===== src/rtl/core/odq_pkg.sv =====
`default_nettype none
// ----------------------------------------------------------------------------
// odq_pkg: shared types and constants of the ordered deque core
// Request kinds, status codes, state encoding and the command and status
// structures that pass between the controller and the datapath.
// ----------------------------------------------------------------------------
package odq_pkg;

   localparam int VALUE_W      = 32;
   localparam int KIND_W       = 3;
   localparam int STATUS_W     = 2;
   localparam int COUNT_W      = 5;
   localparam int CAPACITY_DEF = 16;

   localparam logic [VALUE_W-1:0] NONE_VALUE = {VALUE_W{1'b1}};

   typedef enum logic [KIND_W-1:0] {
      KIND_PUSH_FRONT = 3'd0,
      KIND_PUSH_BACK  = 3'd1,
      KIND_POP_FRONT  = 3'd2,
      KIND_POP_BACK   = 3'd3,
      KIND_DELETE     = 3'd4,
      KIND_INSERT     = 3'd5
   } req_kind_type;

   typedef enum logic [STATUS_W-1:0] {
      ST_DONE  = 2'd0,
      ST_EMPTY = 2'd1,
      ST_FULL  = 2'd2
   } status_code_type;

   typedef enum logic [3:0] {
      S_IDLE,
      S_SRCH_RD,
      S_SRCH_CMP,
      S_UP_RD,
      S_UP_WR,
      S_RM_RD,
      S_RM_CAP,
      S_DN_RD,
      S_DN_WR,
      S_FINISH
   } state_type;

   typedef enum logic [2:0] {
      CUR_HOLD,
      CUR_ZERO,
      CUR_OCC,
      CUR_LAST,
      CUR_INC,
      CUR_DEC
   } cur_op_type;

   typedef enum logic [1:0] {
      POS_HOLD,
      POS_ZERO,
      POS_OCC,
      POS_CUR
   } pos_op_type;

   typedef enum logic [1:0] {
      RD_CUR,
      RD_CUR_M1,
      RD_CUR_P1
   } rd_sel_type;

   typedef enum logic {
      WD_RDATA,
      WD_VALUE
   } wr_sel_type;

   typedef struct packed {
      logic            load;
      logic            st_set;
      status_code_type st_code;
      cur_op_type      cur_op;
      pos_op_type      pos_op;
      logic            mem_rd;
      rd_sel_type      rd_sel;
      logic            mem_wr;
      wr_sel_type      wr_sel;
      logic            occ_inc;
      logic            occ_dec;
      logic            cap_removed;
      logic            rsp_load;
   } cmd_type;

   typedef struct packed {
      logic full;
      logic empty;
      logic cur_at_occ;
      logic cur_at_pos;
      logic cur_p1_at_occ;
      logic entry_less;
      logic entry_equal;
      logic rsp_free;
   } stat_type;

endpackage
`default_nettype wire


===== src/rtl/core/odq_req_if.sv =====
`default_nettype none
// ----------------------------------------------------------------------------
// odq_req_if: request channel of the ordered deque core
// Valid/ready channel carrying the request kind and its operand.
// ----------------------------------------------------------------------------
interface odq_req_if;
   logic                               valid;
   logic                               ready;
   logic [odq_pkg::KIND_W-1:0]         req_type;
   logic signed [odq_pkg::VALUE_W-1:0] operand_value;

   modport source (output valid, output req_type, output operand_value, input ready);
   modport sink (input valid, input req_type, input operand_value, output ready);
endinterface
`default_nettype wire


===== src/rtl/core/odq_rsp_if.sv =====
`default_nettype none
// ----------------------------------------------------------------------------
// odq_rsp_if: response channel of the ordered deque core
// Valid/ready channel carrying the removed value, status and entry count.
// ----------------------------------------------------------------------------
interface odq_rsp_if;
   logic                               valid;
   logic                               ready;
   logic signed [odq_pkg::VALUE_W-1:0] removed_value;
   logic [odq_pkg::STATUS_W-1:0]       status;
   logic [odq_pkg::COUNT_W-1:0]        entry_count;

   modport source (output valid, output removed_value, output status, output entry_count,
                   input ready);
   modport sink (input valid, input removed_value, input status, input entry_count,
                 output ready);
endinterface
`default_nettype wire


===== src/rtl/core/odq_datapath.sv =====
`default_nettype none
// ----------------------------------------------------------------------------
// odq_datapath: entry memory, cursors and response register
// Holds the entries in a single-port-write memory with a registered read,
// the occupancy, the scan cursor and insert position, and the output word.
// ----------------------------------------------------------------------------
module odq_datapath #(
   parameter int CAPACITY = odq_pkg::CAPACITY_DEF
) (
   input  wire logic                               clock,
   input  wire logic                               reset,
   input  wire logic signed [odq_pkg::VALUE_W-1:0] operand_value,
   input  wire odq_pkg::cmd_type                   cmd,
   output odq_pkg::stat_type                       stat,
   odq_rsp_if.source                               rsp
);

   localparam int CNT_W  = $clog2(CAPACITY + 1);
   localparam int ADDR_W = $clog2(CAPACITY);

   logic [odq_pkg::VALUE_W-1:0] mem [CAPACITY];

   logic [CNT_W-1:0] occ_ff, occ_in;
   logic [CNT_W-1:0] cur_ff, cur_in;
   logic [CNT_W-1:0] pos_ff, pos_in;
   logic [CNT_W-1:0] cur_p1, cur_m1, occ_m1;

   logic signed [odq_pkg::VALUE_W-1:0] value_ff, value_in;
   logic signed [odq_pkg::VALUE_W-1:0] rdata_ff;
   logic signed [odq_pkg::VALUE_W-1:0] removed_ff, removed_in;
   odq_pkg::status_code_type           status_ff, status_in;

   logic                               rsp_valid_ff, rsp_valid_in;
   logic signed [odq_pkg::VALUE_W-1:0] rsp_removed_ff, rsp_removed_in;
   logic [odq_pkg::STATUS_W-1:0]       rsp_status_ff, rsp_status_in;
   logic [odq_pkg::COUNT_W-1:0]        rsp_count_ff, rsp_count_in;

   logic [ADDR_W-1:0]           rd_addr;
   logic [ADDR_W-1:0]           wr_addr;
   logic [odq_pkg::VALUE_W-1:0] wr_data;

   assign cur_p1  = cur_ff + 1'b1;
   assign cur_m1  = cur_ff - 1'b1;
   assign occ_m1  = occ_ff - 1'b1;
   assign wr_addr = cur_ff[ADDR_W-1:0];

   always_comb begin
      case (cmd.rd_sel)
         odq_pkg::RD_CUR:    rd_addr = cur_ff[ADDR_W-1:0];
         odq_pkg::RD_CUR_M1: rd_addr = cur_m1[ADDR_W-1:0];
         odq_pkg::RD_CUR_P1: rd_addr = cur_p1[ADDR_W-1:0];
         default:            rd_addr = cur_ff[ADDR_W-1:0];
      endcase
   end

   assign wr_data = (cmd.wr_sel == odq_pkg::WD_VALUE) ? value_ff : rdata_ff;

   // Entry memory: one write and one registered read a cycle.
   always_ff @(posedge clock) begin
      if (cmd.mem_wr) begin
         mem[wr_addr] <= wr_data;
      end
   end

   always_ff @(posedge clock) begin
      if (cmd.mem_rd) begin
         rdata_ff <= mem[rd_addr];
      end
   end

   always_comb begin
      occ_in = occ_ff;
      if (cmd.occ_inc) begin
         occ_in = occ_ff + 1'b1;
      end else if (cmd.occ_dec) begin
         occ_in = occ_m1;
      end
   end

   always_comb begin
      case (cmd.cur_op)
         odq_pkg::CUR_HOLD: cur_in = cur_ff;
         odq_pkg::CUR_ZERO: cur_in = '0;
         odq_pkg::CUR_OCC:  cur_in = occ_ff;
         odq_pkg::CUR_LAST: cur_in = occ_m1;
         odq_pkg::CUR_INC:  cur_in = cur_p1;
         odq_pkg::CUR_DEC:  cur_in = cur_m1;
         default:           cur_in = cur_ff;
      endcase
   end

   always_comb begin
      case (cmd.pos_op)
         odq_pkg::POS_HOLD: pos_in = pos_ff;
         odq_pkg::POS_ZERO: pos_in = '0;
         odq_pkg::POS_OCC:  pos_in = occ_ff;
         odq_pkg::POS_CUR:  pos_in = cur_ff;
         default:           pos_in = pos_ff;
      endcase
   end

   always_comb begin
      value_in   = cmd.load ? operand_value : value_ff;
      removed_in = removed_ff;
      if (cmd.load) begin
         removed_in = odq_pkg::NONE_VALUE;
      end else if (cmd.cap_removed) begin
         removed_in = rdata_ff;
      end
      status_in = cmd.st_set ? cmd.st_code : status_ff;
   end

   always_comb begin
      rsp_valid_in   = rsp_valid_ff;
      rsp_removed_in = rsp_removed_ff;
      rsp_status_in  = rsp_status_ff;
      rsp_count_in   = rsp_count_ff;
      if (cmd.rsp_load) begin
         rsp_valid_in   = 1'b1;
         rsp_removed_in = removed_ff;
         rsp_status_in  = status_ff;
         rsp_count_in   = odq_pkg::COUNT_W'(occ_ff);
      end else if (rsp.ready) begin
         rsp_valid_in = 1'b0;
      end
   end

   always_ff @(posedge clock) begin
      if (reset) begin
         occ_ff       <= '0;
         cur_ff       <= '0;
         pos_ff       <= '0;
         rsp_valid_ff <= 1'b0;
      end else begin
         occ_ff       <= occ_in;
         cur_ff       <= cur_in;
         pos_ff       <= pos_in;
         rsp_valid_ff <= rsp_valid_in;
      end
   end

   always_ff @(posedge clock) begin
      value_ff       <= value_in;
      removed_ff     <= removed_in;
      status_ff      <= status_in;
      rsp_removed_ff <= rsp_removed_in;
      rsp_status_ff  <= rsp_status_in;
      rsp_count_ff   <= rsp_count_in;
   end

   assign stat.full          = (occ_ff == CNT_W'(CAPACITY));
   assign stat.empty         = (occ_ff == '0);
   assign stat.cur_at_occ    = (cur_ff == occ_ff);
   assign stat.cur_at_pos    = (cur_ff == pos_ff);
   assign stat.cur_p1_at_occ = (cur_p1 == occ_ff);
   assign stat.entry_less    = (rdata_ff < value_ff);
   assign stat.entry_equal   = (rdata_ff == value_ff);
   assign stat.rsp_free      = !rsp_valid_ff || rsp.ready;

   assign rsp.valid         = rsp_valid_ff;
   assign rsp.removed_value = rsp_removed_ff;
   assign rsp.status        = rsp_status_ff;
   assign rsp.entry_count   = rsp_count_ff;

endmodule
`default_nettype wire


===== src/rtl/core/odq_ctrl.sv =====
`default_nettype none
// ----------------------------------------------------------------------------
// odq_ctrl: request sequencer of the ordered deque core
// Decodes each request and steps the datapath through search, shift-up and
// shift-down passes over the entry memory, then hands over the response.
// ----------------------------------------------------------------------------
module odq_ctrl (
   input  wire logic                       clock,
   input  wire logic                       reset,
   input  wire logic                       req_valid,
   input  wire logic [odq_pkg::KIND_W-1:0] req_type,
   output logic                            req_ready,
   input  wire odq_pkg::stat_type          stat,
   output odq_pkg::cmd_type                cmd
);

   odq_pkg::state_type         state_ff, state_in;
   logic [odq_pkg::KIND_W-1:0] op_ff, op_in;
   logic                       is_insert;

   assign is_insert = (op_ff == odq_pkg::KIND_INSERT);

   always_comb begin
      op_in = (state_ff == odq_pkg::S_IDLE && req_valid) ? req_type : op_ff;
   end

   always_ff @(posedge clock) begin
      if (reset) begin
         state_ff <= odq_pkg::S_IDLE;
         op_ff    <= '0;
      end else begin
         state_ff <= state_in;
         op_ff    <= op_in;
      end
   end

   // Next state.
   always_comb begin
      state_in = state_ff;
      case (state_ff)
         odq_pkg::S_IDLE: begin
            if (req_valid) begin
               case (req_type)
                  odq_pkg::KIND_PUSH_FRONT, odq_pkg::KIND_PUSH_BACK:
                     state_in = stat.full ? odq_pkg::S_FINISH : odq_pkg::S_UP_RD;
                  odq_pkg::KIND_INSERT:
                     state_in = stat.full ? odq_pkg::S_FINISH : odq_pkg::S_SRCH_RD;
                  odq_pkg::KIND_POP_FRONT, odq_pkg::KIND_POP_BACK:
                     state_in = stat.empty ? odq_pkg::S_FINISH : odq_pkg::S_RM_RD;
                  odq_pkg::KIND_DELETE:
                     state_in = odq_pkg::S_SRCH_RD;
                  default:
                     state_in = odq_pkg::S_FINISH;
               endcase
            end
         end
         odq_pkg::S_SRCH_RD: begin
            if (stat.cur_at_occ) begin
               state_in = is_insert ? odq_pkg::S_UP_RD : odq_pkg::S_FINISH;
            end else begin
               state_in = odq_pkg::S_SRCH_CMP;
            end
         end
         odq_pkg::S_SRCH_CMP: begin
            if (is_insert) begin
               state_in = stat.entry_less ? odq_pkg::S_SRCH_RD : odq_pkg::S_UP_RD;
            end else begin
               state_in = stat.entry_equal ? odq_pkg::S_DN_RD : odq_pkg::S_SRCH_RD;
            end
         end
         odq_pkg::S_UP_RD: begin
            state_in = stat.cur_at_pos ? odq_pkg::S_FINISH : odq_pkg::S_UP_WR;
         end
         odq_pkg::S_UP_WR:  state_in = odq_pkg::S_UP_RD;
         odq_pkg::S_RM_RD:  state_in = odq_pkg::S_RM_CAP;
         odq_pkg::S_RM_CAP: state_in = odq_pkg::S_DN_RD;
         odq_pkg::S_DN_RD: begin
            state_in = stat.cur_p1_at_occ ? odq_pkg::S_FINISH : odq_pkg::S_DN_WR;
         end
         odq_pkg::S_DN_WR:  state_in = odq_pkg::S_DN_RD;
         odq_pkg::S_FINISH: begin
            if (stat.rsp_free) begin
               state_in = odq_pkg::S_IDLE;
            end
         end
         default: state_in = odq_pkg::S_IDLE;
      endcase
   end

   // Outputs.
   always_comb begin
      cmd         = '0;
      cmd.st_code = odq_pkg::ST_DONE;
      cmd.cur_op  = odq_pkg::CUR_HOLD;
      cmd.pos_op  = odq_pkg::POS_HOLD;
      cmd.rd_sel  = odq_pkg::RD_CUR;
      cmd.wr_sel  = odq_pkg::WD_RDATA;
      req_ready   = 1'b0;
      case (state_ff)
         odq_pkg::S_IDLE: begin
            req_ready = 1'b1;
            if (req_valid) begin
               cmd.load    = 1'b1;
               cmd.st_set  = 1'b1;
               cmd.st_code = odq_pkg::ST_DONE;
               case (req_type)
                  odq_pkg::KIND_PUSH_FRONT: begin
                     if (stat.full) begin
                        cmd.st_code = odq_pkg::ST_FULL;
                     end
                     cmd.pos_op = odq_pkg::POS_ZERO;
                     cmd.cur_op = odq_pkg::CUR_OCC;
                  end
                  odq_pkg::KIND_PUSH_BACK: begin
                     if (stat.full) begin
                        cmd.st_code = odq_pkg::ST_FULL;
                     end
                     cmd.pos_op = odq_pkg::POS_OCC;
                     cmd.cur_op = odq_pkg::CUR_OCC;
                  end
                  odq_pkg::KIND_INSERT: begin
                     if (stat.full) begin
                        cmd.st_code = odq_pkg::ST_FULL;
                     end
                     cmd.cur_op = odq_pkg::CUR_ZERO;
                  end
                  odq_pkg::KIND_POP_FRONT: begin
                     if (stat.empty) begin
                        cmd.st_code = odq_pkg::ST_EMPTY;
                     end
                     cmd.cur_op = odq_pkg::CUR_ZERO;
                  end
                  odq_pkg::KIND_POP_BACK: begin
                     if (stat.empty) begin
                        cmd.st_code = odq_pkg::ST_EMPTY;
                     end
                     cmd.cur_op = odq_pkg::CUR_LAST;
                  end
                  odq_pkg::KIND_DELETE: begin
                     cmd.cur_op = odq_pkg::CUR_ZERO;
                  end
                  default: begin
                     cmd.cur_op = odq_pkg::CUR_HOLD;
                  end
               endcase
            end
         end
         odq_pkg::S_SRCH_RD: begin
            if (stat.cur_at_occ) begin
               if (is_insert) begin
                  // Nothing is not less than the value: it goes to the back.
                  cmd.pos_op = odq_pkg::POS_CUR;
                  cmd.cur_op = odq_pkg::CUR_OCC;
               end else begin
                  cmd.st_set  = 1'b1;
                  cmd.st_code = odq_pkg::ST_EMPTY;
               end
            end else begin
               cmd.mem_rd = 1'b1;
               cmd.rd_sel = odq_pkg::RD_CUR;
            end
         end
         odq_pkg::S_SRCH_CMP: begin
            if (is_insert) begin
               if (stat.entry_less) begin
                  cmd.cur_op = odq_pkg::CUR_INC;
               end else begin
                  cmd.pos_op = odq_pkg::POS_CUR;
                  cmd.cur_op = odq_pkg::CUR_OCC;
               end
            end else begin
               if (stat.entry_equal) begin
                  // The matching word is already in the read register.
                  cmd.cap_removed = 1'b1;
               end else begin
                  cmd.cur_op = odq_pkg::CUR_INC;
               end
            end
         end
         odq_pkg::S_UP_RD: begin
            if (stat.cur_at_pos) begin
               cmd.mem_wr  = 1'b1;
               cmd.wr_sel  = odq_pkg::WD_VALUE;
               cmd.occ_inc = 1'b1;
            end else begin
               cmd.mem_rd = 1'b1;
               cmd.rd_sel = odq_pkg::RD_CUR_M1;
            end
         end
         odq_pkg::S_UP_WR: begin
            cmd.mem_wr = 1'b1;
            cmd.wr_sel = odq_pkg::WD_RDATA;
            cmd.cur_op = odq_pkg::CUR_DEC;
         end
         odq_pkg::S_RM_RD: begin
            cmd.mem_rd = 1'b1;
            cmd.rd_sel = odq_pkg::RD_CUR;
         end
         odq_pkg::S_RM_CAP: begin
            cmd.cap_removed = 1'b1;
         end
         odq_pkg::S_DN_RD: begin
            if (stat.cur_p1_at_occ) begin
               cmd.occ_dec = 1'b1;
            end else begin
               cmd.mem_rd = 1'b1;
               cmd.rd_sel = odq_pkg::RD_CUR_P1;
            end
         end
         odq_pkg::S_DN_WR: begin
            cmd.mem_wr = 1'b1;
            cmd.wr_sel = odq_pkg::WD_RDATA;
            cmd.cur_op = odq_pkg::CUR_INC;
         end
         odq_pkg::S_FINISH: begin
            cmd.rsp_load = stat.rsp_free;
         end
         default: begin
            cmd.rsp_load = 1'b0;
         end
      endcase
   end

endmodule
`default_nettype wire


===== src/rtl/core/ordered_deque_with_value_delete_core.sv =====
`default_nettype none
// Sequencing: a refused request or an unknown kind goes straight to the response word, and a
// push at the back writes its entry first; the others also search or move entries one by one
// before that, paced by the one-read, one-write entry memory.
// Throughput: one request at a time; the next is taken the cycle after the response
// word enters the output register, which holds it while the sink stalls.
// Reset: synchronous; clears occupancy and control, the entry memory is left as it is.
// ----------------------------------------------------------------------------
// ordered_deque_with_value_delete_core: bounded ordered deque of signed words
// Push and pop at both ends, delete of the first equal entry and insert before
// the first entry not less than a value, with one response per request.
// ----------------------------------------------------------------------------
module ordered_deque_with_value_delete_core #(
   parameter int CAPACITY = odq_pkg::CAPACITY_DEF
) (
   input  wire logic clock,
   input  wire logic reset,
   odq_req_if.sink   req,
   odq_rsp_if.source rsp
);

   odq_pkg::cmd_type  cmd;
   odq_pkg::stat_type stat;

   odq_ctrl u_ctrl (
      .clock     (clock),
      .reset     (reset),
      .req_valid (req.valid),
      .req_type  (req.req_type),
      .req_ready (req.ready),
      .stat      (stat),
      .cmd       (cmd)
   );

   odq_datapath #(
      .CAPACITY (CAPACITY)
   ) u_datapath (
      .clock         (clock),
      .reset         (reset),
      .operand_value (req.operand_value),
      .cmd           (cmd),
      .stat          (stat),
      .rsp           (rsp)
   );

   // A response word is never loaded in the cycle a new request is taken.
   assert property (@(posedge clock) disable iff (reset)
      cmd.rsp_load |-> !(req.valid && req.ready))
      else $error("response loaded while a request was accepted");

   // Once the response word is loaded the block is ready for the next request.
   assert property (@(posedge clock) disable iff (reset)
      cmd.rsp_load |=> req.ready)
      else $error("not ready after response load");

   // The entry memory is never read and written in the same cycle.
   assert property (@(posedge clock) disable iff (reset)
      !(cmd.mem_wr && cmd.mem_rd))
      else $error("entry memory read and written together");

   // The store can never be both full and empty.
   assert property (@(posedge clock) disable iff (reset)
      !(stat.full && stat.empty))
      else $error("occupancy flags inconsistent");

endmodule
`default_nettype wire


===== src/flat_wrapper.sv =====
// flat-port wrapper written by rule: the top's interface ports become plain ports
module ordered_deque_with_value_delete_core_flat 
#(
   parameter int CAPACITY = odq_pkg::CAPACITY_DEF
)
  (clock, reset, req_valid, req_req_type, req_operand_value, req_ready, rsp_valid, rsp_removed_value, rsp_status, rsp_entry_count, rsp_ready);
  odq_req_if req_i ();
  odq_rsp_if rsp_i ();
  input  wire logic clock;
  input  wire logic reset;
  input wire logic [$bits(req_i.valid)-1:0] req_valid;
  input wire logic [$bits(req_i.req_type)-1:0] req_req_type;
  input wire logic [$bits(req_i.operand_value)-1:0] req_operand_value;
  output wire logic [$bits(req_i.ready)-1:0] req_ready;
  output wire logic [$bits(rsp_i.valid)-1:0] rsp_valid;
  output wire logic [$bits(rsp_i.removed_value)-1:0] rsp_removed_value;
  output wire logic [$bits(rsp_i.status)-1:0] rsp_status;
  output wire logic [$bits(rsp_i.entry_count)-1:0] rsp_entry_count;
  input wire logic [$bits(rsp_i.ready)-1:0] rsp_ready;
  assign req_i.valid = req_valid;
  assign req_i.req_type = req_req_type;
  assign req_i.operand_value = req_operand_value;
  assign req_ready = req_i.ready;
  assign rsp_valid = rsp_i.valid;
  assign rsp_removed_value = rsp_i.removed_value;
  assign rsp_status = rsp_i.status;
  assign rsp_entry_count = rsp_i.entry_count;
  assign rsp_i.ready = rsp_ready;
  ordered_deque_with_value_delete_core #(.CAPACITY(CAPACITY)) u_core (.clock(clock), .reset(reset), .req(req_i), .rsp(rsp_i));
endmodule

===== config.mk =====
export PLATFORM = sky130hd
export DESIGN_NAME = ordered_deque_with_value_delete_core_flat
export DESIGN_NICKNAME = d
export VERILOG_FILES = /design/src/rtl/core/odq_pkg.sv /design/src/rtl/core/odq_req_if.sv /design/src/rtl/core/odq_rsp_if.sv /design/src/rtl/core/odq_datapath.sv /design/src/rtl/core/odq_ctrl.sv /design/src/rtl/core/ordered_deque_with_value_delete_core.sv /design/src/flat_wrapper.sv
export SDC_FILE = /design/constraint.sdc
export NUM_CORES = 1
export LEC_CHECK = 0
export BUFFER_PORTS_ARGS = -buffer_cell sky130_fd_sc_hd__buf_2
export CAP_MARGIN = 20
export CORE_MARGIN = 1.5
export CORE_UTILIZATION = 59
export CTS_CLUSTER_SIZE = 24
export DETAILED_ROUTE_END_ITERATION = 6
export GPL_TIMING_DRIVEN = 0
export HOLD_SLACK_MARGIN = 0.15
export PLACE_DENSITY = 0.76
export SETUP_SLACK_MARGIN = 0.2
export SKIP_CTS_REPAIR_TIMING = 1
export SYNTH_ARGS = -nofsm -noshare
export SYNTH_HDL_FRONTEND = slang
export SYNTH_SLANG_ARGS = --single-unit

===== constraint.sdc =====
create_clock -name clock -period 8 [get_ports clock]
set_input_delay 1.6 -clock clock [delete_from_list [all_inputs] [get_ports clock]]
set_output_delay 1.6 -clock clock [all_outputs]
set_load 0.05 [all_outputs]

==> impl_metrics.yaml <==
outcome:
  status: "completed"
drt:
  route.detailed.wl_per_inst_um: 26.91
  drcViolationCount: 0
  detailedRoute.firstPassIterationCount: 6
  via_count: 15396
  final_antenna_net_count: 0
  finalWirelength_mm: 65.02
  drtIter0Drc: 1705
  viasPerCell: 6.373
yosys:
  netlist_area_um2: 27110
  synth_edf_count: 617
  synth-async-reset-ratio_pct: 0
  seq_area_frac_synth_pct: 72.39
  yosys_register_bits: 672
  synthDominantCellAreaShare_pct: 68.33
  yosysWarnings: 0
  synth.area.top_cells: "sky130_fd_sc_hd__edfxtp_1 (68%), sky130_fd_sc_hd__mux4_2 (11%), sky130_fd_sc_hd__dfxtp_1 (4.1%)"
  syn_avg_cell_area_um2: 17.34
  synth_fp_nets: 1644
  synth-main-ff-cell: "sky130_fd_sc_hd__edfxtp_1"
  synthesis.instances: 1564
  ys_types: 74
  synth_area_leader_cell: "sky130_fd_sc_hd__edfxtp_1"
global_route:
  top_usage_layer: "met2"
  grt_pass1_vias: 15553
  grt_start_max_net_pins: 25
  track_usage_pct: 28.36
  total_grt_overflow: 0
  global_route.usage.met1_pct: 37.95
  globalRouteMet2Util_pct: 46.42
  globalRouteMet3Util_pct: 5.898
  grt_first_pass_wirelength_mm: 96.33
  grt_antenna_before_repair: 1
power:
  power_density_relative_to_cell_area_nw_per_um2: 354.9
  power_leakage_nw: 10.86
  power.ir.vdd_worst_v: 0.0002593
  power.total_mw: 11.00
clock_tree:
  cts_inserted_buffers: 67
  clk_path_buf_depth: 3
  cts_tree: "done"
  cts_max_level: 3
  worstSkewPairLatency_ns: 0.61
  clock_tree.root_cell: "sky130_fd_sc_hd__clkbuf_16"
  clock_sinks: 672
  clkTransAtPathRegs_ns: 0.06
timing:
  max-slew-margin-rel_pct: 26.07
  worst_clock_skew_ns: 0.02188
  setup_violations: 0
  worstMarginPinSlew_ns: 1.109
  min_period_over_period_pct: 66.04
  slack_of_the_critical_path_ns: 2.717
  final_hold_viol_count: 0
  finalCriticalPeriod_ns: 5.283
  max_freq_ghz: 0.1893
  grt_setup_unrepaired: "no"
  timing.hold.ws_ns: 0.4246
  maxSlewViolCount: 0
setup_path:
  worstPathArrival_ns: 5.60
  cp_top_family: "buffers and inverters"
  worstPathMaxFanout: 10
  critPathKind: "flop to flop"
  crit_path_max_incr_delay_ns: 0.74
  cp_data_required_time_ns: 8.32
  crit_path_cells: "clkbuf_1 > inv_1 > ha_1 > xnor2_1 > nand3_1 > nor3_1 > or2_2 > inv_1 > ha_1 > mux2i_1 > nor2_1 > a21oi_1 > buf_2 > buf_2 > buf_1 > mux4_2 > mux2i_1 > a21oi_1"
  r2r_cells: 18
  worstReg2RegStart: "u_core.u_datapath.cur_ff[1]"
  regToRegEndpoint: "u_core.u_datapath.rdata_ff[29]"
  crit_path_top_delay_cell: "sky130_fd_sc_hd__buf_1"
  setup.reg_to_reg.worst_slack_ns: 2.72
  buffer_and_inverter_count_on_the_worst_path: 6
  category_of_the_worst_setup_path_capture_point: "flop"
  worst_setup_path_start_kind: "flop"
min_path:
  hold_path_startpoint: "u_core.u_datapath.status_ff[0]"
  hold_depth: 0
  hold_path_class: "flop to flop"
  worstHoldEndpoint: "u_core.u_datapath.rsp.status[0]"
floorplan:
  rows: 78
  die_x_um: 217.4
  num_io_pins: 80
  initial_core_util_pct: 59.75
  die_area_um2: 47250
  core_area_um2: 45380
  height_of_the_die_um: 217.4
final_layout:
  post-route-cell-area_um2: 31000
  layout_fillers: 2929
  num_antenna_cells: 0
  instances_no_fill: 2416
  syn2layout_area_growth_pct: 14.35
  design.final.nets: 1846
  drive_above_1_share_pct: 23.73
run:
  drv_cap: 0
placed_design:
  post-dp-hpwl_mm: 41.00
  gp_weighted_congestion: 0.8841
  post-place-cells: 2296
  post_dp_cell_area_um2: 28960
  dp_worst_setup_slack_ns: 2.772
  numPortBuffers: 78
==> state kept, by name, summed over array words and instances (netlist names), 3 cells and up <==
register	count
u_core.u_datapath.mem	512
u_core.u_datapath.rdata_ff	32
u_core.u_datapath.removed_ff	32
u_core.u_datapath.rsp.removed_value	32
u_core.u_datapath.value_ff	32
u_core.u_datapath.cur_ff	5
u_core.u_datapath.occ_ff	5
u_core.u_datapath.pos_ff	5
u_core.u_datapath.rsp.entry_count	5
u_core.u_ctrl.state_ff	4
u_core.u_ctrl.op_ff	3
==> cells in the mapped netlist, types with 2 or more instances <==
cell type,instances
sky130_fd_sc_hd__a211oi_1,32
sky130_fd_sc_hd__a21o_1,4
sky130_fd_sc_hd__a21oi_1,65
sky130_fd_sc_hd__a221o_1,5
sky130_fd_sc_hd__a221oi_1,4
sky130_fd_sc_hd__a22oi_1,3
sky130_fd_sc_hd__a31oi_1,10
sky130_fd_sc_hd__and2_1,18
sky130_fd_sc_hd__and2_4,2
sky130_fd_sc_hd__and3_1,2
sky130_fd_sc_hd__and4_1,2
sky130_fd_sc_hd__buf_1,6
sky130_fd_sc_hd__buf_2,18
sky130_fd_sc_hd__buf_4,10
sky130_fd_sc_hd__buf_6,2
sky130_fd_sc_hd__clkbuf_1,47
sky130_fd_sc_hd__dfxtp_1,55
sky130_fd_sc_hd__edfxtp_1,617
sky130_fd_sc_hd__ha_1,41
sky130_fd_sc_hd__inv_1,52
sky130_fd_sc_hd__mux2i_1,34
sky130_fd_sc_hd__mux4_2,128
sky130_fd_sc_hd__nand2_1,133
sky130_fd_sc_hd__nand2_2,2
sky130_fd_sc_hd__nand2b_1,5
sky130_fd_sc_hd__nand3_1,50
sky130_fd_sc_hd__nand4_1,11
sky130_fd_sc_hd__nor2_1,30
sky130_fd_sc_hd__nor2b_1,36
sky130_fd_sc_hd__nor3_1,17
sky130_fd_sc_hd__nor3_2,3
sky130_fd_sc_hd__nor3b_1,2
sky130_fd_sc_hd__nor4_4,2
sky130_fd_sc_hd__o211a_1,2
sky130_fd_sc_hd__o211ai_1,4
sky130_fd_sc_hd__o21ai_0,46
sky130_fd_sc_hd__o21ai_1,4
sky130_fd_sc_hd__o21ai_2,2
sky130_fd_sc_hd__o31ai_1,3
sky130_fd_sc_hd__or3_1,4
sky130_fd_sc_hd__xnor2_1,12
sky130_fd_sc_hd__xor2_1,7
==> where the power goes <==
part           total, mW  switching (mW)  internal (mW)
Combinational       3.36            2.08           1.28
Clock               2.94            1.28           1.65
Sequential          4.71           0.132           4.58
==> worst max-delay path by stage <==
stage,slack [ns],cells past startpoint,from,to
2_1_floorplan,3.74,8,u_core.u_datapath.cur_ff[1],u_core.u_datapath.mem[12][0]
3_3_place_gp,-0.1,8,u_core.u_datapath.cur_ff[1],u_core.u_datapath.mem[12][17]
3_5_place_dp,2.77,18,u_core.u_datapath.cur_ff[1],u_core.u_datapath.rdata_ff[27]
4_1_cts,2.73,17,u_core.u_datapath.cur_ff[1],u_core.u_datapath.rdata_ff[10]
5_1_grt,2.50,17,u_core.u_datapath.cur_ff[1],u_core.u_datapath.rdata_ff[10]
6_report,2.72,18,u_core.u_datapath.cur_ff[1],u_core.u_datapath.rdata_ff[29]
==> metrics by stage <==
| step | TNS, ns | util [%] |
|---|---|---|
| 6_report | 0 | 68.32 |
| 2_1_floorplan | 0 | - |
| 3_5_place_dp | 0 | 63.81 |
| 4_1_cts | 0 | 68.30 |
| 3_3_place_gp | -2.947 | 62.26 |
| 5_1_grt | 0 | 68.32 |
==> cells in the final DEF, fill, tap and decap left out, types with 11 or more instances in the layout <==
master and count:
sky130_fd_sc_hd__buf_12 14, sky130_fd_sc_hd__nand3_1 50, sky130_fd_sc_hd__a211oi_1 32, sky130_fd_sc_hd__ha_1 41, sky130_fd_sc_hd__clkbuf_1 67, sky130_fd_sc_hd__nor3_1 16
sky130_fd_sc_hd__and2_2 13, sky130_fd_sc_hd__mux4_2 128, sky130_fd_sc_hd__a21oi_1 65, sky130_fd_sc_hd__nor2_1 27, sky130_fd_sc_hd__nand4_1 11, sky130_fd_sc_hd__inv_1 51
sky130_fd_sc_hd__clkbuf_16 70, sky130_fd_sc_hd__o21ai_0 41, sky130_fd_sc_hd__nor2b_1 36, sky130_fd_sc_hd__buf_2 114, sky130_fd_sc_hd__nand2_1 132, sky130_fd_sc_hd__buf_4 24
sky130_fd_sc_hd__xnor2_1 12, sky130_fd_sc_hd__edfxtp_1 617, sky130_fd_sc_hd__dfxtp_1 55, sky130_fd_sc_hd__mux2i_1 34
==> cell type report <==
type                    instances  area (µm²)  area share (%)
repair buffers                133        1052           3.394
well taps                     600       750.7           2.421
clock buffers                  94        1882           6.069
plain buffers                  83       386.6           1.247
flip-flops and latches        672       19630           63.31
multi-input cells             756        6947           22.41
clock inverters                25       158.9          0.5125
inverters                      53       198.9          0.6416
==> cell families after synthesis <==
family / after synthesis / share of synthesized area (%)
buf+inv: 136 / 2.160
flops: 672 / 72.39
mux: 163 / 11.93
simple gates: 333 / 6.234
compound gates: 199 / 4.721
fa+ha+maj: 41 / 1.892
xor+xnor: 20 / 0.6737
==> metal layers <==
metal	wire (µm)	vias up
met5	10	-
met4	1992	2
met3	6162	156
met2	31990	839
met1	24860	7830
li1	-	6569
Power figures use the tool's default switching activity.
